$ cat config.mk
export PLATFORM = sky130hd
export DESIGN_NAME = lz77d_cmd_fifo
export DESIGN_NICKNAME = d
export VERILOG_FILES = /design/src/design/lz77d_pkg.sv /design/src/design/lz77d_cmd_fifo.sv
export SDC_FILE = /design/constraint.sdc
export NUM_CORES = 1
export LEC_CHECK = 0
export BUFFER_PORTS_ARGS = -buffer_cell sky130_fd_sc_hd__buf_4
export CAP_MARGIN = 20
export CORE_AREA = 2 2 115 117
export DETAILED_ROUTE_END_ITERATION = 6
export DIE_AREA = 0 0 117 119
export GPL_TIMING_DRIVEN = 1
export PLACE_DENSITY = 0.69
export SLEW_MARGIN = 10
export SYNTH_ARGS = -nofsm -noshare
export SYNTH_HDL_FRONTEND = slang
export SYNTH_SLANG_ARGS = --single-unit
export TNS_END_PERCENT = 5
$ cat constraint.sdc
create_clock -name clock -period 4.75 [get_ports clock]
set_input_delay 0.2375 -clock clock [delete_from_list [all_inputs] [get_ports clock]]
set_output_delay 0.2375 -clock clock [all_outputs]
set_load 0.1 [all_outputs]
$ cat src/design/lz77d_pkg.sv
// Shared types and constants for the LZ77 token stream decoder.
// Used by the front parser, the command queue, the back executor and the top level.
// No dependencies.
package lz77d_pkg;

   localparam int WINDOW_DEPTH    = 65536;
   localparam int ADDR_W          = $clog2(WINDOW_DEPTH);
   localparam int FILL_W          = $clog2(WINDOW_DEPTH) + 1;
   localparam int BYTE_W          = 8;
   localparam int NIBBLE_W        = 4;
   localparam int OFFSET_W        = 16;
   localparam int LEN_W           = 5;
   localparam int MIN_MATCH_W     = 5;
   localparam int MIN_MATCH_CAP   = 16;
   localparam int MIN_MATCH_RESET = 4;
   localparam int CMD_DEPTH       = 4;
   localparam int CMD_PTR_W       = $clog2(CMD_DEPTH);
   localparam int CMD_CNT_W       = $clog2(CMD_DEPTH + 1);

   typedef enum logic [1:0] {
      CMD_LITERAL = 2'd0,
      CMD_COPY    = 2'd1,
      CMD_ERROR   = 2'd2
   } cmd_kind_type;

   typedef struct packed {
      cmd_kind_type            kind;
      logic [BYTE_W-1:0]       data_byte;
      logic [OFFSET_W-1:0]     offset;
      logic [LEN_W-1:0]        length;
   } cmd_type;

   typedef struct packed {
      logic full;
      logic empty;
   } queue_status_type;

endpackage

$ cat src/design/lz77d_cmd_fifo.sv
// Short command queue between the front parser and the back executor.
// Depends on lz77d_pkg.
module lz77d_cmd_fifo (
   input  logic                          clock,
   input  logic                          reset,
   input  logic                          push,
   input  lz77d_pkg::cmd_type            push_cmd,
   input  logic                          pop,
   output lz77d_pkg::cmd_type            head_cmd,
   output lz77d_pkg::queue_status_type   status
);

   lz77d_pkg::cmd_type                  entries [lz77d_pkg::CMD_DEPTH];
   logic [lz77d_pkg::CMD_PTR_W-1:0]     wr_ptr_ff, wr_ptr_in;
   logic [lz77d_pkg::CMD_PTR_W-1:0]     rd_ptr_ff, rd_ptr_in;
   logic [lz77d_pkg::CMD_CNT_W-1:0]     count_ff, count_in;
   logic                                do_push, do_pop;

   assign status.full  = (count_ff == lz77d_pkg::CMD_CNT_W'(lz77d_pkg::CMD_DEPTH));
   assign status.empty = (count_ff == '0);
   assign do_push      = push && !status.full;
   assign do_pop       = pop && !status.empty;
   assign head_cmd     = entries[rd_ptr_ff];

   always_comb begin
      wr_ptr_in = do_push ? wr_ptr_ff + 1'b1 : wr_ptr_ff;
      rd_ptr_in = do_pop ? rd_ptr_ff + 1'b1 : rd_ptr_ff;
      count_in  = count_ff;
      if (do_push && !do_pop) begin
         count_in = count_ff + 1'b1;
      end else if (do_pop && !do_push) begin
         count_in = count_ff - 1'b1;
      end
   end

   always_ff @(posedge clock) begin
      if (do_push) begin
         entries[wr_ptr_ff] <= push_cmd;
      end
   end

   always_ff @(posedge clock) begin
      if (reset) begin
         wr_ptr_ff <= '0;
         rd_ptr_ff <= '0;
         count_ff  <= '0;
      end else begin
         wr_ptr_ff <= wr_ptr_in;
         rd_ptr_ff <= rd_ptr_in;
         count_ff  <= count_in;
      end
   end

endmodule

After elaboration in Yosys (flattened, before gate mapping)
Memory sizes are Yosys's and may differ from the RTL's. A register that Yosys moved wholly into a read port is not among the register bits.
Index checks and enable logic that the tools add are counted.
{ "op_classes": {"add_sub_neg": 4, "n_eq_ne": 1, "muxes": 6, "reduce_logical": 10} }
{ "op_table": {"columns": ["op", "count"], "rows": [
  ["3-bit 2-to-1 mux", 2],
  ["2-bit by 1-bit adder with 2-bit output, second input constant", 2],
  ["1-bit logical AND", 4],
  ["1-bit zero test", 4],
  ["2-bit 2-to-1 mux", 2],
  ["3-bit by 1-bit adder with 3-bit output, second input constant", 1],
  ["3-bit equality test, second input constant", 1],
  ["3-bit zero test", 1],
  ["3-bit by 1-bit subtractor with 3-bit output, second input constant", 1],
  ["1-bit 2-to-1 mux", 2],
  ["2-bit nonzero test", 1]
]} }
{ "word_totals": {"regBits": 7, "ram_bits": 124, "inputBits": 35, "elab_cells": 25, "n_memories": 1} }
{ "mem_list": {"columns": ["memory", "depth", "width", "rd", "rd_ports_with_merged_regs", "write_ports", "line_no", "source"], "rows": [
  ["entries", 4, 31, 1, 1, 1, "lz77d_cmd_fifo.sv:13", "lz77d_pkg::cmd_type entries [lz77d_pkg::CMD_DEPTH];"]
]} }

Depth between registers and ports, before layout
{ "logic_depth": {"word_depth": 7, "mapped_depth": 8, "mapped_depth_nobuf": 8} }

Worst setup path after synthesis
Ideal clock, no wire load.
{ "synth_path": {"kind": "register to register", "from": "register count_ff[2] (netlist bit)", "to": "register count_ff[2] (netlist bit)", "setup_ps": 70, "arrival_ps": 2842, "slack_ps": 1838, "path_stages_with_launch": 9, "path_buffers": 0, "cell_sequence": "dfxtp_1 nor3b_2 nor2_2 ha_1 inv_1 fa_1 xor2_1 or3_1 a21oi_1"} }
{ "synth_rtl": {"columns": ["item", "line_no", "source"], "rows": [
  ["from (decl)", "lz77d_cmd_fifo.sv:16", "logic [lz77d_pkg::CMD_CNT_W-1:0] count_ff, count_in;"],
  ["from (signal assigned)", "lz77d_cmd_fifo.sv:50", "count_ff <= count_in;"]
]} }

==> results.cfg <==
[global_route]
antenna_found_initial = 1
use_met3_pct = 4.885
overflow = 0
grtUsageMet2_pct = 20.34
grt_max_degree = 32
grt_pass1_vias = 2434
met1_usage_pct = 16.44
grt_pass1_wl_um = 13040
busiest_layer = met2
grt_use_total_pct = 13.05

[critical_path]
path_class = reg -> out
crit_path_max_fanout = 18
critPathArrivalTime_ns = 2.38
critPathCaptureType = output port
crit_path_start_kind = flop
crit_required_ns = 4.51

[floorplanning]
fp.dieW_um = 117
dieArea_um2 = 13920
start_util_pct = 38.41
rows = 42
io_pins = 68
die_h_um = 119
core_area_um2 = 12870

[min_path]
hold_path_class = in -> reg

[clocking]
clkSlewWorstSetupHoldPaths_ns = 0.06
clock_sinks = 133
cts.path.max_buffers = 2
cts_tree = built
cts_resized = 0
cts_root_buffer = clkbuf_16
cts_made_buffers = 17
postCtsSetupRepairBufs = 0
clock_latency_ns = 0.41
h-tree-depth = 4
cts_hold_buf = 0

[sta]
final_hold_viol_count = 0
setup_viol = 0
report.final.slew_viol_count = 0
skew_ns = 0.005161
tns_ns = 0
post-route-min-period_ns = 2.615
rsz0062_at_grt = no
slew-limit-headroom_pct = 41.13
clock.fmax_ghz = 0.3824
post-route-period-util_pct = 55.05
tightestPinTransition_ns = 0.8830

[layout]
stdcell_count = 479
design_area_um2 = 6211
drive_above_1_share_pct = 45.36
fill_cells = 1038
nets = 330
area_growth_pct = 25.61

[detailed_routing]
finalWirelength_um = 8354
drcViolationCount = 0
routedWlPerCell_um = 17.44
vias = 2278
viasPerCell = 4.756
antenna_left = 0
drt-pass1-iter-count = 4
drt_iter0_markers = 193

[synth]
yosysUniqueCellTypes = 23
syn-instance-count = 209
synth_area_um2 = 4945
yosysSeqAreaShare_pct = 78.95
syn_nets = 250
synth_area_per_cell_um2 = 23.66
ys_ff_latch = 133
yosys_warnings = 0

[job]
drv_cap = 0

[outcome]
status = completed

[placed_design]
place.detailed.hpwl_um = 4860
placed_cells = 446
placed_cell_area_um2 = 5630
io_buffers = 67
gp_congestion = 0.6559
critical path: stages, from the launching register on:
cell and delay, ns:
dfxtp_2 0.65, buf_4 0.45, mux4_1 0.62, buf_4 0.25
per-layer routing:
layer	wire [um]	up-vias
li1	-	1037
met1	3439	1172
met2	4267	60
met3	522	9
met4	125	0
met5	0	-
Yosys cell counts:
library cell  count  share of area [%]
edfxtp_1        124                 75
mux4_2           30                 14
dfxtp_1           9                3.6
ha_1              5                1.3
nor2_1            5               0.38
and2_1            4               0.51
inv_1             4               0.30
xor2_1            4               0.71
buf_2             3               0.30
buf_6             3               0.68
a21oi_1           2               0.20
mux2i_1           2               0.40
nand2b_1          2               0.25
o21ai_0           2               0.20
or3_1             2               0.25
clkbuf_1          1              0.076
fa_1              1               0.40
mux4_1            1               0.53
nor2_2            1               0.13
nor3_1            1               0.10
nor3b_2           1               0.25
o311ai_1          1               0.18
o31ai_2           1               0.25
worst paths after layout:
check | from | to | slack (ns) | cells past startpoint
worst min register to register | wr_ptr_ff[1] | wr_ptr_ff[1] | 0.51 | 2
worst max-delay path | flop | head_cmd[24] | 2.13 | 3
worst min-delay path | push_cmd[30] | entries[0][30] | 0.03 | 1
worst max register to register | count_ff[0] | count_ff[2] | 2.63 | 8
through the flow:
stage	utilization, %	worst slack (ns)	hold WS [ns]
floorplan	-	1.838	0.3364
global placement	43.73	2.513	0.4367
detailed placement	43.73	2.481	0.4414
CTS	48.22	2.047	0.01732
global route	48.22	1.947	0.01466
finish	48.24	2.135	0.02893
layout make-up:
type | count | area, um^2 | area share, %
diodes | 1 | 2.502 | 0.04029
well taps | 176 | 220.2 | 3.546
flip-flops and latches | 133 | 3906 | 62.89
multi-input cells | 65 | 978.4 | 15.75
inverters | 4 | 15.01 | 0.2417
clock buffers | 18 | 429.2 | 6.910
repair buffers | 68 | 510.5 | 8.219
clock inverters | 14 | 148.9 | 2.397
registers in the layout, summed over array words and instances (netlist names), named ones only:
signal	count
wr_ptr_ff	2
entries	124
count_ff	3
rd_ptr_ff	2
layout by cell type (no fill, tap or decap):
| cell type | synthesis | layout |
|---|---|---|
| nor2_1 | 5 | 5 |
| buf_4 | 0 | 68 |
| o21ai_0 | 2 | 2 |
| a21oi_1 | 2 | 2 |
| clkinv_2 | 0 | 2 |
| fa_1 | 1 | 1 |
| inv_6 | 0 | 6 |
| dfxtp_2 | 0 | 2 |
| o311ai_1 | 1 | 1 |
| clkinvlp_4 | 0 | 3 |
| o31ai_2 | 1 | 1 |
| clkbuf_16 | 0 | 17 |
| or3_1 | 2 | 2 |
| nor3_1 | 1 | 1 |
| nand2b_1 | 2 | 2 |
| ha_1 | 5 | 5 |
| nor2_2 | 1 | 1 |
| nor3b_2 | 1 | 1 |
| clkinv_1 | 0 | 1 |
| mux4_1 | 1 | 1 |
| mux2i_1 | 2 | 2 |
| edfxtp_1 | 124 | 124 |
| xor2_1 | 4 | 4 |
| dfxtp_1 | 9 | 7 |
| bufinv_16 | 0 | 2 |
| mux4_2 | 30 | 30 |
| clkbuf_1 | 1 | 1 |
| inv_1 | 4 | 4 |
| diode_2 | 0 | 1 |
| and2_2 | 0 | 4 |
cell families (layout without fill, tap and decap cells):
family / count (synthesis) / count (layout) / synth area share [%]
simple gates: 16 / 16 / 1.872
fa+ha+maj: 6 / 6 / 1.670
xor+xnor: 4 / 4 / 0.7084
buf+inv: 11 / 104 / 1.366
compound gates: 6 / 6 / 0.8350
other cells: 0 / 1 / 0
mux: 33 / 33 / 14.60
flops: 133 / 133 / 78.95
Power is not shown: default switching activity piles up to over one toggle a cycle in this logic, so the estimate is an artifact.
