===== src/design/lz77d_pkg.sv =====
// Shared types and constants for the LZ77 token stream decoder.
// Used by the front parser, the command queue, the back executor and the top level.
// No dependencies.
package lz77d_pkg;

   localparam int WINDOW_DEPTH    = 65536;
   localparam int ADDR_W          = $clog2(WINDOW_DEPTH);
   localparam int FILL_W          = $clog2(WINDOW_DEPTH) + 1;
   localparam int BYTE_W          = 8;
   localparam int NIBBLE_W        = 4;
   localparam int OFFSET_W        = 16;
   localparam int LEN_W           = 5;
   localparam int MIN_MATCH_W     = 5;
   localparam int MIN_MATCH_CAP   = 16;
   localparam int MIN_MATCH_RESET = 4;
   localparam int CMD_DEPTH       = 4;
   localparam int CMD_PTR_W       = $clog2(CMD_DEPTH);
   localparam int CMD_CNT_W       = $clog2(CMD_DEPTH + 1);

   typedef enum logic [1:0] {
      CMD_LITERAL = 2'd0,
      CMD_COPY    = 2'd1,
      CMD_ERROR   = 2'd2
   } cmd_kind_type;

   typedef struct packed {
      cmd_kind_type            kind;
      logic [BYTE_W-1:0]       data_byte;
      logic [OFFSET_W-1:0]     offset;
      logic [LEN_W-1:0]        length;
   } cmd_type;

   typedef struct packed {
      logic full;
      logic empty;
   } queue_status_type;

endpackage


===== src/design/lz77d_front.sv =====
// Front parser: accepts compressed bytes, tracks the sequence phase and the
// history fill, and turns each byte into at most one command for the back.
// Depends on lz77d_pkg.
module lz77d_front (
   input  logic                                clock,
   input  logic                                reset,
   input  logic                                accept,
   input  logic [lz77d_pkg::BYTE_W-1:0]        in_byte,
   input  logic                                block_start,
   input  logic                                csr_wr_en,
   input  logic [lz77d_pkg::MIN_MATCH_W-1:0]   csr_wr_data,
   output logic                                cmd_push,
   output lz77d_pkg::cmd_type                  cmd_out
);

   typedef enum logic [3:0] {
      PH_TOKEN   = 4'b0001,
      PH_LITERAL = 4'b0010,
      PH_OFF_LO  = 4'b0100,
      PH_OFF_HI  = 4'b1000
   } phase_type;

   phase_type                            phase_ff, phase_in, cur_phase;
   logic [lz77d_pkg::NIBBLE_W-1:0]       lit_left_ff, lit_left_in;
   logic [lz77d_pkg::NIBBLE_W-1:0]       nibble_ff, nibble_in;
   logic [lz77d_pkg::BYTE_W-1:0]         off_lo_ff, off_lo_in;
   logic [lz77d_pkg::FILL_W-1:0]         fill_ff, fill_in, cur_fill;
   logic [lz77d_pkg::MIN_MATCH_W-1:0]    min_match_ff, min_match_in;
   logic [lz77d_pkg::MIN_MATCH_W-1:0]    min_clamped;
   logic [lz77d_pkg::LEN_W-1:0]          copy_len;
   logic [lz77d_pkg::OFFSET_W-1:0]       offset;

   // Saturating add to the history fill count.
   function automatic logic [lz77d_pkg::FILL_W-1:0] fill_add(
      input logic [lz77d_pkg::FILL_W-1:0] a,
      input logic [lz77d_pkg::LEN_W-1:0]  n
   );
      logic [lz77d_pkg::FILL_W:0] sum;
      sum = {1'b0, a} + (lz77d_pkg::FILL_W + 1)'(n);
      if (sum > (lz77d_pkg::FILL_W + 1)'(lz77d_pkg::WINDOW_DEPTH)) begin
         return lz77d_pkg::FILL_W'(lz77d_pkg::WINDOW_DEPTH);
      end
      return sum[lz77d_pkg::FILL_W-1:0];
   endfunction

   assign min_clamped = (min_match_ff > lz77d_pkg::MIN_MATCH_W'(lz77d_pkg::MIN_MATCH_CAP))
                        ? lz77d_pkg::MIN_MATCH_W'(lz77d_pkg::MIN_MATCH_CAP) : min_match_ff;
   assign copy_len    = lz77d_pkg::LEN_W'(nibble_ff) + lz77d_pkg::LEN_W'(min_clamped);
   assign offset      = {in_byte, off_lo_ff};
   assign cur_phase   = block_start ? PH_TOKEN : phase_ff;
   assign cur_fill    = block_start ? '0 : fill_ff;

   always_comb begin
      phase_in          = phase_ff;
      lit_left_in       = lit_left_ff;
      nibble_in         = nibble_ff;
      off_lo_in         = off_lo_ff;
      fill_in           = fill_ff;
      min_match_in      = csr_wr_en ? csr_wr_data : min_match_ff;
      cmd_push          = 1'b0;
      cmd_out.kind      = lz77d_pkg::CMD_LITERAL;
      cmd_out.data_byte = in_byte;
      cmd_out.offset    = offset;
      cmd_out.length    = copy_len;
      if (accept) begin
         fill_in = cur_fill;
         case (cur_phase)
            PH_TOKEN: begin
               lit_left_in = in_byte[lz77d_pkg::NIBBLE_W-1:0];
               nibble_in   = in_byte[lz77d_pkg::BYTE_W-1:lz77d_pkg::NIBBLE_W];
               phase_in    = (in_byte[lz77d_pkg::NIBBLE_W-1:0] != '0) ? PH_LITERAL : PH_OFF_LO;
            end
            PH_LITERAL: begin
               cmd_push    = 1'b1;
               fill_in     = fill_add(cur_fill, lz77d_pkg::LEN_W'(1));
               lit_left_in = lit_left_ff - 1'b1;
               if (lit_left_ff <= lz77d_pkg::NIBBLE_W'(1)) begin
                  phase_in = PH_OFF_LO;
               end
            end
            PH_OFF_LO: begin
               off_lo_in = in_byte;
               phase_in  = PH_OFF_HI;
            end
            PH_OFF_HI: begin
               phase_in = PH_TOKEN;
               if (offset == '0 || {1'b0, offset} > cur_fill) begin
                  cmd_push     = 1'b1;
                  cmd_out.kind = lz77d_pkg::CMD_ERROR;
               end else if (copy_len != '0) begin
                  cmd_push     = 1'b1;
                  cmd_out.kind = lz77d_pkg::CMD_COPY;
                  fill_in      = fill_add(cur_fill, copy_len);
               end
            end
            default: begin
               phase_in = PH_TOKEN;
            end
         endcase
      end
   end

   always_ff @(posedge clock) begin
      if (reset) begin
         phase_ff     <= PH_TOKEN;
         lit_left_ff  <= '0;
         nibble_ff    <= '0;
         off_lo_ff    <= '0;
         fill_ff      <= '0;
         min_match_ff <= lz77d_pkg::MIN_MATCH_W'(lz77d_pkg::MIN_MATCH_RESET);
      end else begin
         phase_ff     <= phase_in;
         lit_left_ff  <= lit_left_in;
         nibble_ff    <= nibble_in;
         off_lo_ff    <= off_lo_in;
         fill_ff      <= fill_in;
         min_match_ff <= min_match_in;
      end
   end

endmodule


===== config.mk =====
export PLATFORM = sky130hd
export DESIGN_NAME = lz77d_front
export DESIGN_NICKNAME = d
export VERILOG_FILES = /design/src/design/lz77d_pkg.sv /design/src/design/lz77d_front.sv
export SDC_FILE = /design/constraint.sdc
export NUM_CORES = 1
export LEC_CHECK = 0
export ABC_AREA = 1
export BUFFER_PORTS_ARGS = -buffer_cell sky130_fd_sc_hd__buf_2
export CAP_MARGIN = 10
export CORE_MARGIN = 5
export CORE_UTILIZATION = 41
export DETAILED_ROUTE_END_ITERATION = 8
export PLACE_DENSITY = 0.65
export SLEW_MARGIN = 10
export SYNTH_ARGS = -nofsm -noshare
export SYNTH_HDL_FRONTEND = slang
export SYNTH_SLANG_ARGS = --single-unit

===== constraint.sdc =====
create_clock -name clock -period 3.9 [get_ports clock]
set_input_delay 0.39 -clock clock [delete_from_list [all_inputs] [get_ports clock]]
set_output_delay 0.39 -clock clock [all_outputs]
set_load 0.02 [all_outputs]

=== Word level (Yosys, flattened, before mapping) ===
Cells that the tools add are included.

* Register bits after elaboration: 42
* Input bits: 18
* Output and inout port bits: 32

* Add/subtract/negate cells: 4
* $lt $le $gt $ge: 5
* Eq/ne operators: 5
* Multiplexer cells: 30
* Reductions and logical operators: 9

{| class="wikitable"
|+ Operators with widths
! cell !! count
|-
| $mux W17 || 7
|-
| $gt A18 B17 Y1 const B || 2
|-
| $pmux W17 S2 || 1
|-
| $add A17 B1 Y18 const B || 1
|-
| $add A17 B5 Y18 || 1
|-
| $gt A16 B17 Y1 || 1
|-
| $logic_not A16 Y1 || 1
|-
| $mux W1 || 12
|-
| $pmux W4 S3 || 1
|-
| $mux W4 || 2
|-
| $pmux W4 S2 || 1
|-
| $reduce_and A2 Y1 || 4
|-
| $mux W2 || 3
|-
| $add A4 B5 Y5 || 1
|-
| $gt A5 B5 Y1 const B || 1
|-
| $mux W5 || 1
|-
| $reduce_bool A5 Y1 || 1
|-
| $eq A4 B1 Y1 const B || 1
|-
| $eq A4 B2 Y1 const B || 1
|-
| $eq A4 B3 Y1 const B || 1
|-
| $eq A4 B4 Y1 const B || 1
|-
| $le A4 B1 Y1 const B || 1
|-
| $reduce_bool A4 Y1 || 1
|-
| $sub A4 B1 Y4 const B || 1
|-
| other kinds (5) || 5
|}

=== Logic depth before layout (Yosys ltp) ===
Gate-level depths: netlist (run 1).

* Depth after elaboration: 14
* Depth in mapped cells: 28
* Mapped depth without buffers: 27

=== Worst setup path after synthesis (run 1) ===
OpenSTA, ideal clock, no wires.

* Path type: reg2reg
* Start: register min_match_ff[4] (netlist bit)
* End: register fill_ff[5] (netlist bit)
* Library setup time: 0.066 ns
* Data arrival time: 3.341 ns
* Data required time: 3.834 ns
* Slack: 0.492 ns
* Stages on the path, launching flop included: 26
* Buffers on the path: 1
* Period minus slack after synthesis: 3.408 ns
* Path through: dfxtp_1 -> nor2_1 -> ha_1 -> fa_1 -> inv_1 -> fa_1 -> inv_1 -> nand3_1 -> nand2_1 -> nand2_1 -> nand2_1 -> nand2_1 -> nor2_1 -> nand2_1 -> nor2_1 -> nand2_1 -> nor2_1 -> nand2_1 -> nor2_1 -> nand3_1 -> nand2_2 -> buf_8 -> nand3_2 -> nand2_1 -> nand2_1 -> a21oi_2

{| class="wikitable"
|+ RTL lines
! item !! RTL line !! source
|-
| from (decl) || lz77d_front.sv:28 || <nowiki>logic [lz77d_pkg::MIN_MATCH_W-1:0] min_match_ff, min_match_in;</nowiki>
|-
| from (signal assigned) || lz77d_front.sv:110 || <nowiki>min_match_ff <= lz77d_pkg::MIN_MATCH_W'(lz77d_pkg::MIN_MATCH_RESET);</nowiki>
|-
| from (signal assigned) || lz77d_front.sv:117 || <nowiki>min_match_ff <= min_match_in;</nowiki>
|-
| to (signal assigned) || lz77d_front.sv:116 || <nowiki>fill_ff <= fill_in;</nowiki>
|-
| to (decl) || lz77d_front.sv:27 || <nowiki>logic [lz77d_pkg::FILL_W-1:0] fill_ff, fill_in, cur_fill;</nowiki>
|}

=== Worst setup path after layout (run 1) ===
* Start: register min_match_ff[1] (netlist bit)
* End: register fill_ff[4] (netlist bit)

* Word-level cells in the longest chain between the ends: 14
* Elaborated cells on any way between the ends: 15

{| class="wikitable"
|+ Ends and longest elaborated chain
! item !! RTL line !! source
|-
| $gt A5 B5 Y1 || lz77d_front.sv:46 || <nowiki>assign min_clamped = (min_match_ff > lz77d_pkg::MIN_MATCH_W'(lz77d_pkg::MIN_MATCH_CAP))</nowiki>
|-
| $mux W5 * || lz77d_front.sv:47 || <nowiki>? lz77d_pkg::MIN_MATCH_W'(lz77d_pkg::MIN_MATCH_CAP) : min_match_ff;</nowiki>
|-
| $add A4 B5 Y5 * || lz77d_front.sv:48 || <nowiki>assign copy_len = lz77d_pkg::LEN_W'(nibble_ff) + lz77d_pkg::LEN_W'(min_clamped);</nowiki>
|-
| $add A17 B5 Y18 || lz77d_front.sv:39 || <nowiki>sum = {1'b0, a} + (lz77d_pkg::FILL_W + 1)'(n);</nowiki>
|-
| $gt A18 B17 Y1 || lz77d_front.sv:40 || <nowiki>if (sum > (lz77d_pkg::FILL_W + 1)'(lz77d_pkg::WINDOW_DEPTH)) begin</nowiki>
|-
| $mux W1 || lz77d_front.sv:40 ||
|-
| $mux W1 || lz77d_front.sv:90 || <nowiki>end else if (copy_len != '0) begin</nowiki>
|-
| $mux W1 || lz77d_front.sv:87 || <nowiki>if (offset == '0 || {1'b0, offset} > cur_fill) begin</nowiki>
|-
| $mux W1 || lz77d_front.sv:67 || <nowiki>case (cur_phase)</nowiki>
|-
| $mux W1 || lz77d_front.sv:65 || <nowiki>if (accept) begin</nowiki>
|-
| $mux W17 || lz77d_front.sv:43 || <nowiki>return sum[lz77d_pkg::FILL_W-1:0];</nowiki>
|-
| $mux W17 * || lz77d_front.sv:90 ||
|-
| $mux W17 * || lz77d_front.sv:87 ||
|-
| $pmux W17 S2 * || lz77d_front.sv:67 ||
|}

Every way passes the cells marked *; elsewhere a longest branch is shown, timed or not. The select of a mux whose other input is x is not followed.
A chain may end at the register's enable or synchronous reset.

==> results of run 1 <==
## metrics by stage
stage | setup WS [ps] | hold slack, ps | cell area [µm²] | util, % | instances
floorplan | 492 | 448 | 4610 | - | 724
global placement | 214 | 488 | 4920 | 45.0 | 894
detailed placement | 95.9 | 492 | 4920 | 45.0 | 894
CTS | 65.6 | 310 | 5080 | 46.4 | 902
global route | -24.2 | 347 | 5170 | 47.3 | 906
finish | 194 | 302 | 5170 | 47.3 | 906
## worst max-delay path, delay by kind of cell (launching register included)
family / cells / cell delay (ps)
AOI/OAI and AO/OA: 3 / 340
xor gates and xnor gates: 1 / 270
adders and majority gates: 2 / 590
buffers and inverters: 3 / 360
DFF: 1 / 330
and+or+nand+nor: 19 / 1760
## power by group
part,internal (µW),switching [µW]
combinational,169,308
clock,245,217
sequential,454,23.0
total,869,549
## layout by cell type (no fill, tap or decap), drive strengths merged
master	instances
nand2	149
inv	101
nor2	101
nand3	81
buf	71
a21oi	61
o21ai	54
dfxtp	42
ha	29
xor2	17
nand4	12
nor3	10
a31oi	6
clkbuf	5
nor4	4
o21bai	3
a211oi	3
o211ai	2
clkinv	2
or2	2
fa	2
xnor2	1
or3b	1
a21o	1
o21a	1
o41ai	1
o311ai	1
and2	1
a221oi	1
nand3b	1
## final cells by class
class | count | area, µm²
repair buffers | 71 | 418
clock buffers | 5 | 125
clock inverters | 3 | 26.3
multi-input cells | 545 | 3190
inverters | 100 | 393
fillers | 1172 | 5770
well taps | 140 | 175
flip-flops and latches | 42 | 845
## worst min-delay path by stage
stage,end,slack [ps],cells past startpoint
after floorplan,min_match_ff[3],450,2
after global placement,min_match_ff[3],490,2
after detailed placement,min_match_ff[3],490,2
after CTS,min_match_ff[2],310,3
after global routing,min_match_ff[2],350,3
final,min_match_ff[2],300,3
## kinds of logic (layout without fill, tap and decap cells)
logic type,Yosys count,count (layout),synth area share (%)
fa+ha+maj,31,31,8.74
compound gates,134,134,16.2
simple gates,362,362,39.5
buf+inv,137,179,13.7
flops,42,42,18.2
xor+xnor,18,18,3.58
## per-layer routing
metal	vias to the layer above	global-route usage (%)	wire, µm
met5	-	0	0
met4	0	9.36	425
met2	213	38.0	6990
li1	2440	-	-
met1	2369	29.3	6460
met3	42	3.60	1120
## flip-flops by register name, indices dropped and copies added, names as in the netlist
| name | cells |
|---|---|
| lit_left_ff | 4 |
| nibble_ff | 4 |
| min_match_ff | 5 |
| off_lo_ff | 8 |
| phase_ff | 4 |
| fill_ff | 17 |
## repair_timing
item / 4_1_cts / 5_1_grt
setup buffers: 0 / 4
gates resized for setup: 0 / 14
endpoints found under the setup margin: 0 / 15
==> flow_summary.ini, run 1 <==
[cts]
cts_root_buf = clkbuf_16
cts_sinks = 42
h-tree-depth = 2
cts_buffers = 5
cts_tree = done
postCtsHoldBufs = 0
clockBufferDepth = 2
insertion_delay_ps = 310
clk_pin_slew_ps = 70

[timing]
worst_pin_slew_ps = 1050
slew_headroom_pct = 29.8
maxSlewViolCount = 0
setup_tns_ps = 0
layout_min_cycle_time_ps = 3710
fmax_ghz = 0.270
hold_viol_final = 0
period_share_pct = 95.0
fin_skew_ps = 5.91
setup_viol = 0

[final_layout]
drive_gt1_share_pct = 21.4
insertedDiodeCount = 0
syn2layout_area_growth_pct = 12.2
finalNetCount = 814

[synthesis]
synth-seq-cells = 42
synth-main-ff-cell = dfxtp_1
syn_inst = 724
ys_seq_area_share_pct = 18.2
ys_types = 47
syn_avg_cell_area_um2 = 6.37
ys_top_cells_by_area = dfxtp_1 18%, nand2_1 11%, ha_1 7.9%, inv_1 7.4%, nor2_1 7.3%
netlist.area_leader.share_pct = 18.2
yosysMostFrequentCell = nand2_1
postSynth.asyncResetShare_pct = 0
synth_commonest_cells = 135 x nand2_1, 91 x inv_1, 90 x nor2_1
yosys.area.top_type = dfxtp_1
syn_nets = 773
yosys_warnings = 0
netlist_area_um2 = 4610
synth_edf_count = 0

[setup_path]
crit_type = reg2reg
endpoint_kind = flip-flop
reg2regPathDepth = 28
cp_common_cell = nand2_1
regToRegStartpoint = min_match_ff[1]
slowest_delay_ps = 330
crit_arrival_ps = 3950
r2r_end = fill_ff[4]
critPathSlowestCell = dfxtp_1
cp-endpoint = fill_ff[4]
startpoint_type = flip-flop
worstPathRequired_ps = 4140
critPathLaunch = min_match_ff[1]
rrSetupSlack_ps = 190
cp_max_fo = 6

[power_and_ir_drop]
power.density_nw_per_um2 = 274
vdd_drop_max_v = 0.000200
design_power_total_uw = 1420
p_leak_uw = 0.00245

[worst_hold_path]
hp-start = csr_wr_data[2]
worstHoldPathType = in2reg

[placed_design]
io_buffers = 49
gp_congestion = 1.03
dp_hpwl_mm = 11.4

[flow_run]
cap_violations = 0

[global_routing]
grt_pass1_wl_mm = 24.4
gr-total-overflow = 0
antenna_found_initial = 0
grt_pass1_vias = 4895
grt_start_max_net_pins = 38
grt_util_all_layers_pct = 22.8

[floorplanning]
start_util_pct = 42.2
die_h_um = 116
die_w_um = 116
die-area_um2 = 13500
core_um2 = 10900
boundaryPins = 50
fp-row-count = 38

[detailed_routing]
wl_per_cell_um = 16.6
drtIter0Drc = 349
viasPerCell = 5.59
drc_errors = 0
postRouteAntennaNets = 0
dr.pass1.iters = 5
vias = 5064
finalWirelength_mm = 15.0

[run_status]
status = completed
Note: power is estimated with default switching activity, not from simulation.
==> inputs of run 2 (changes only) <==
CORE_MARGIN = 4   (was 5)
==> flow_summary.ini, run 2 (synthesis results as in run 1) <==
[setup_path]
cp_max_fo = 4
startpoint_type = flip-flop
endpoint_kind = output pin
regToRegStartpoint = min_match_ff[4]
critPathSlowestCell = or3b_2
slowest_delay_ps = 460
r2r_end = fill_ff[4]
cp.depth = 11
crit_chain = inv_1, nor2_1, inv_1, ha_1, nand2_1, or3b_2, o41ai_1, nand2_1, o311ai_0, inv_1, buf_2
critPathLaunch = fill_ff[3]
reg2regPathDepth = 25
cp_common_cell = inv_1
worstPathRequired_ps = 3510
crit_type = reg2out
crit_arrival_ps = 3280
rrSetupSlack_ps = 240
timing.critical_path.buf_inv = 4
crit_family = simple AND/OR/NAND/NOR gates
cp-endpoint = cmd_push

[timing]
period_share_pct = 94.1
maxSlewViolCount = 0
worst_pin_slew_ps = 1110
fmax_ghz = 0.272
setup_viol = 0
hold_slack_ps = 313
layout_min_cycle_time_ps = 3670
rsz0062_at_grt = false
fin_skew_ps = 14.8
slew_headroom_pct = 26.2
hold_viol_final = 0
setup_tns_ps = 0

[final_layout]
final_cell_mix = 133 x nand2_1, 90 x inv_1, 88 x nor2_1
layout_commonest_cell = nand2_1
insertedDiodeCount = 0
drive_gt1_share_pct = 21.1
nFillCells = 1154
largestRegisters = fill_ff: 17 flops, off_lo_ff: 8 flops, min_match_ff: 5 flops
finalNetCount = 807
top_register = fill_ff
syn2layout_area_growth_pct = 11.7
largest_register_ff_count = 17

[detailed_routing]
dr.pass1.iters = 6
wl_per_cell_um = 17.3
drc_errors = 0
drtIter0Drc = 405
viasPerCell = 5.50
vias = 4948
postRouteAntennaNets = 0
finalWirelength_mm = 15.5

[global_routing]
grt_pass1_vias = 4777
grt_pass1_wl_mm = 24.7
grt_util_all_layers_pct = 24.1
grt_start_max_net_pins = 38
antenna_found_initial = 0
gr-total-overflow = 0

[power_and_ir_drop]
power.density_nw_per_um2 = 286
p_leak_uw = 0.00242
vdd_drop_max_v = 0.000159

[cts]
cts_tree = done
cts_root_buf = clkbuf_16
h-tree-depth = 2
post_cts_buffers = 0
insertion_delay_ps = 310
postCtsHoldBufs = 0
cts_buffers = 5
postCtsResizedCells = 0
clockBufferDepth = 2
cts_sinks = 42
clk_pin_slew_ps = 80

[flow_run]
cap_violations = 0

[floorplanning]
die-area_um2 = 13000
die_h_um = 114
start_util_pct = 42.2
core_um2 = 10900
boundaryPins = 50
die_w_um = 114
fp-row-count = 38

[worst_hold_path]
worstHoldPathType = in2reg

[placed_design]
dp_hpwl_mm = 11.6
io_buffers = 49
gp_congestion = 0.942

[run_status]
status = completed
## run 2: cell types whose count changed in the layout (fill, tap and decap cells not counted), sizes merged
cell | previous run | this run
buf | 71 | 64
bufinv | 0 | 1
clkinvlp | 0 | 2
inv | 101 | 98
## run 2: routing by layer
layer | routed length (µm) | share of wire [%] | vias up | global-route usage, %
li1 | - | - | 2432 | -
met1 | 6680 | 43 | 2298 | 31.1
met2 | 7470 | 48 | 188 | 41.1
met3 | 1050 | 6.7 | 30 | 3.66
met4 | 351 | 2.3 | 0 | 8.31
met5 | 0 | 0 | - | 0
## run 2: worst min path at each step
| stage | slack (ps) | start | depth (start not counted) | endpoint |
|---|---|---|---|---|
| 4_1_cts | 310 | csr_wr_en | 2 | min_match_ff[2] |
| 3_3_place_gp | 480 | min_match_ff[1] | 2 | min_match_ff[1] |
| 2_1_floorplan | 450 | min_match_ff[3] | 2 | min_match_ff[3] |
| 6_report | 310 | csr_wr_data[2] | 3 | min_match_ff[2] |
| 3_5_place_dp | 480 | min_match_ff[1] | 2 | min_match_ff[1] |
| 5_1_grt | 320 | csr_wr_data[2] | 3 | min_match_ff[2] |
## run 2: per-stage QoR
stage | utilization [%] | total power [µW] | area, µm² | worst slack (ps) | cells
floorplan | - | 807 | 4610 | 492 | 724
global placement | 44.9 | 927 | 4910 | 212 | 891
detailed placement | 44.9 | 937 | 4910 | 55.2 | 891
CTS | 46.5 | 1460 | 5080 | 39.0 | 899
global route | 47.1 | 1540 | 5150 | 3.38 | 899
finish | 47.1 | 1470 | 5150 | 229 | 899
## run 2: final cells by class
cell class	instances	area (µm²)	share of cell area, %
Inverter	100	393	7.63
Timing Repair Buffer	64	374	7.27
Sequential cell	42	842	16.4
Multi-Input combinational cell	545	3190	62.0
Clock inverter	3	45.0	0.875
Tap cell	140	175	3.40
Clock buffer	5	125	2.43
## run 2: worst min-delay path, stage by stage
cell and delay (ps):
buf_2 80, a21oi_1 50, o21ai_0 60
## run 2: report_power, final
part | internal [µW] | switching, µW
clock | 303 | 216
combinational | 160 | 314
sequential | 454 | 22.8
==> inputs of run 3 (changes only) <==
ABC_AREA = unset   (was 1)
PLACE_DENSITY = 0.66   (was 0.65)
REMOVE_ABC_BUFFERS = 1   (was unset)
==> flow_summary.ini, run 3 <==
[synthesis]
netlist_area_um2 = 4120
synth_compound_area_share_pct = 20.8
synth_top_family_by_area = simple AND/OR/NAND/NOR gates
netlist.area_leader.share_pct = 20.4
synth-seq-cells = 42
yosys.area.top_type = dfxtp_1
synth_simple_gate_area_share_pct = 27.6
synth-main-ff-cell = dfxtp_1
synth-xor-area-share_pct = 8.73
ys_types = 66
syn_inst = 541
synth_mux_area_share_pct = 3.44
ys_seq_area_share_pct = 20.4
synth_commonest_cells = 56 x nor2_1, 42 x dfxtp_1, 33 x a21oi_1, 33 x xnor2_1, 32 x nand3_1
yosys_warnings = 0
ys_top_cells_by_area = dfxtp_1 20%, ha_1 8.8%, xnor2_1 7.0%, nor2_1 5.1%, a21oi_1 4.0%
synthAdderAreaFrac_pct = 9.79
yosysMostFrequentCell = nor2_1
postSynth.asyncResetShare_pct = 0
syn_avg_cell_area_um2 = 7.61
synth_edf_count = 0

[setup_path]
crit_type = reg2reg
cp_max_fo = 5
startpoint_type = flip-flop
critPathSlowestCell = xnor2_1
regToRegStartpoint = min_match_ff[0]
rrSetupSlack_ps = 160
endpoint_kind = flip-flop
timing.critical_path.buf_inv = 2
crit_arrival_ps = 3950
crit_chain = nor2b_1, ha_2, fa_2, xor2_1, ha_1, nor2b_2, o211ai_1, buf_4, nand2_1, and3_1, xnor2_1, a41o_4, buf_6, nand3b_1, a311oi_2
slowest_delay_ps = 430
crit_family = adder cells
critPathLaunch = min_match_ff[0]
worstPathRequired_ps = 4120

[timing]
layout_min_cycle_time_ps = 3740
hold_viol_final = 0
worst_pin_slew_ps = 867
rsz0062_at_grt = true
fin_skew_ps = 13.3
maxSlewViolCount = 0
slew_headroom_pct = 42.2
period_share_pct = 95.8
setup_viol = 0
fmax_ghz = 0.268

[worst_hold_path]
hp-start = csr_wr_data[2]
worstHoldPathType = in2reg

[final_layout]
insertedDiodeCount = 0
utilization_pct = 49.2
final_cell_mix = 56 x nor2_1, 49 x buf_2, 45 x buf_4
top_register = fill_ff
largestRegisters = fill_ff: 17 flops, off_lo_ff: 8 flops, min_match_ff: 5 flops
largest_register_ff_count = 17
drive_gt1_share_pct = 23.9
layout_commonest_cell = nor2_1
finalNetCount = 643
syn2layout_area_growth_pct = 16.8

[detailed_routing]
drtIter0Drc = 372
dr.pass1.iters = 5
postRouteAntennaNets = 0
wl_per_cell_um = 18.4
drc_errors = 0
vias = 4274
viasPerCell = 5.87
finalWirelength_mm = 13.4

[global_routing]
grt_start_max_net_pins = 43
gr-total-overflow = 0
grt_pass1_wl_mm = 21.3
antenna_found_initial = 0
grt_util_all_layers_pct = 23.3
grt_pass1_vias = 3991

[flow_run]
cap_violations = 0

[power_and_ir_drop]
vdd_drop_max_v = 0.000165
p_leak_uw = 0.00194
power.density_nw_per_um2 = 248
design_power_total_uw = 1190

[cts]
postCtsHoldBufs = 0
insertion_delay_ps = 320
cts_buffers = 5
clockBufferDepth = 2
cts_root_buf = clkbuf_8
h-tree-depth = 2
clk_pin_slew_ps = 90
cts_tree = done
cts_sinks = 42

[run_status]
status = completed

[floorplanning]
fp-row-count = 36
core_um2 = 9770
die-area_um2 = 11700
start_util_pct = 42.1
die_h_um = 108
boundaryPins = 50
die_w_um = 108

[placed_design]
dp_hpwl_mm = 10.4
gp_congestion = 1.08
io_buffers = 49
==> run 3: layout make-up <==
cell class              count  area, µm²
repair buffers             97        626
multi-input cells         424       2990
well taps                 133        166
clock inverters             3       21.3
flip-flops and latches     42        846
clock buffers               5       68.8
inverters                  24       91.3
fillers                   978       4970
==> run 3: final timing paths <==
| kind | endpoint | depth (start not counted) |
|---|---|---|
| setup reg to reg | fill_ff[1] | 15 |
| setup / recovery | fill_ff[1] | 15 |
| hold / removal | min_match_ff[2] | 2 |
| hold reg to reg | nibble_ff[2] | 2 |
==> run 3: cells by family after synthesis <==
kind of cell / after synthesis
adder cells (fa/ha/maj): 31
buffers and inverters: 75
flip-flops: 42
multiplexers: 14
AND/OR/NAND/NOR: 217
AO/OA/AOI/OAI: 121
XOR/XNOR: 41
==> run 3: worst register-to-register path: stages, from the launching register on <==
cell and delay (ps):
dfxtp_2 330, nor2b_1 120, ha_2 200, fa_2 410, xor2_1 170, ha_1 310, nor2b_2 160, o211ai_1 360
buf_4 180, nand2_1 90, and3_1 210, xnor2_1 430, a41o_4 220, buf_6 120, nand3b_1 90, a311oi_2 250
==> run 3: report_power, final <==
group          leakage (µW)  total, µW  switching, µW  internal [µW]
clock             0.0000441        316            189            127
combinational       0.00155        396            227            169
sequential         0.000346        479           28.1            451
total               0.00194       1190            444            746
==> run 3: through the flow <==
| step | area, µm² | TNS [ps] | setup WS (ps) | cells | hold slack, ps |
|---|---|---|---|---|---|
| after floorplan | 3830 | 0 | 141 | 490 | 435 |
| after global placement | 4540 | 0 | 29.8 | 710 | 457 |
| after detailed placement | 4540 | 0 | 19.5 | 710 | 459 |
| after CTS | 4640 | 0 | 31.1 | 718 | 283 |
| after global routing | 4800 | -11.4 | -9.23 | 728 | 299 |
| final | 4800 | 0 | 163 | 728 | 283 |
==> run 3: layer usage <==
layer / GRT usage, % / part of all wire, %
met5: 0 / 0
met4: 8.66 / 2.6
met3: 3.22 / 5.7
met2: 38.6 / 48
met1: 30.8 / 44
==> run 3: what timing repair did <==
item	in CTS	in global routing
endpoints found under the setup margin	3	16
hold endpoints to repair	0	0
buffers inserted	0	10
pin swaps	1	16
gates resized for setup	3	23
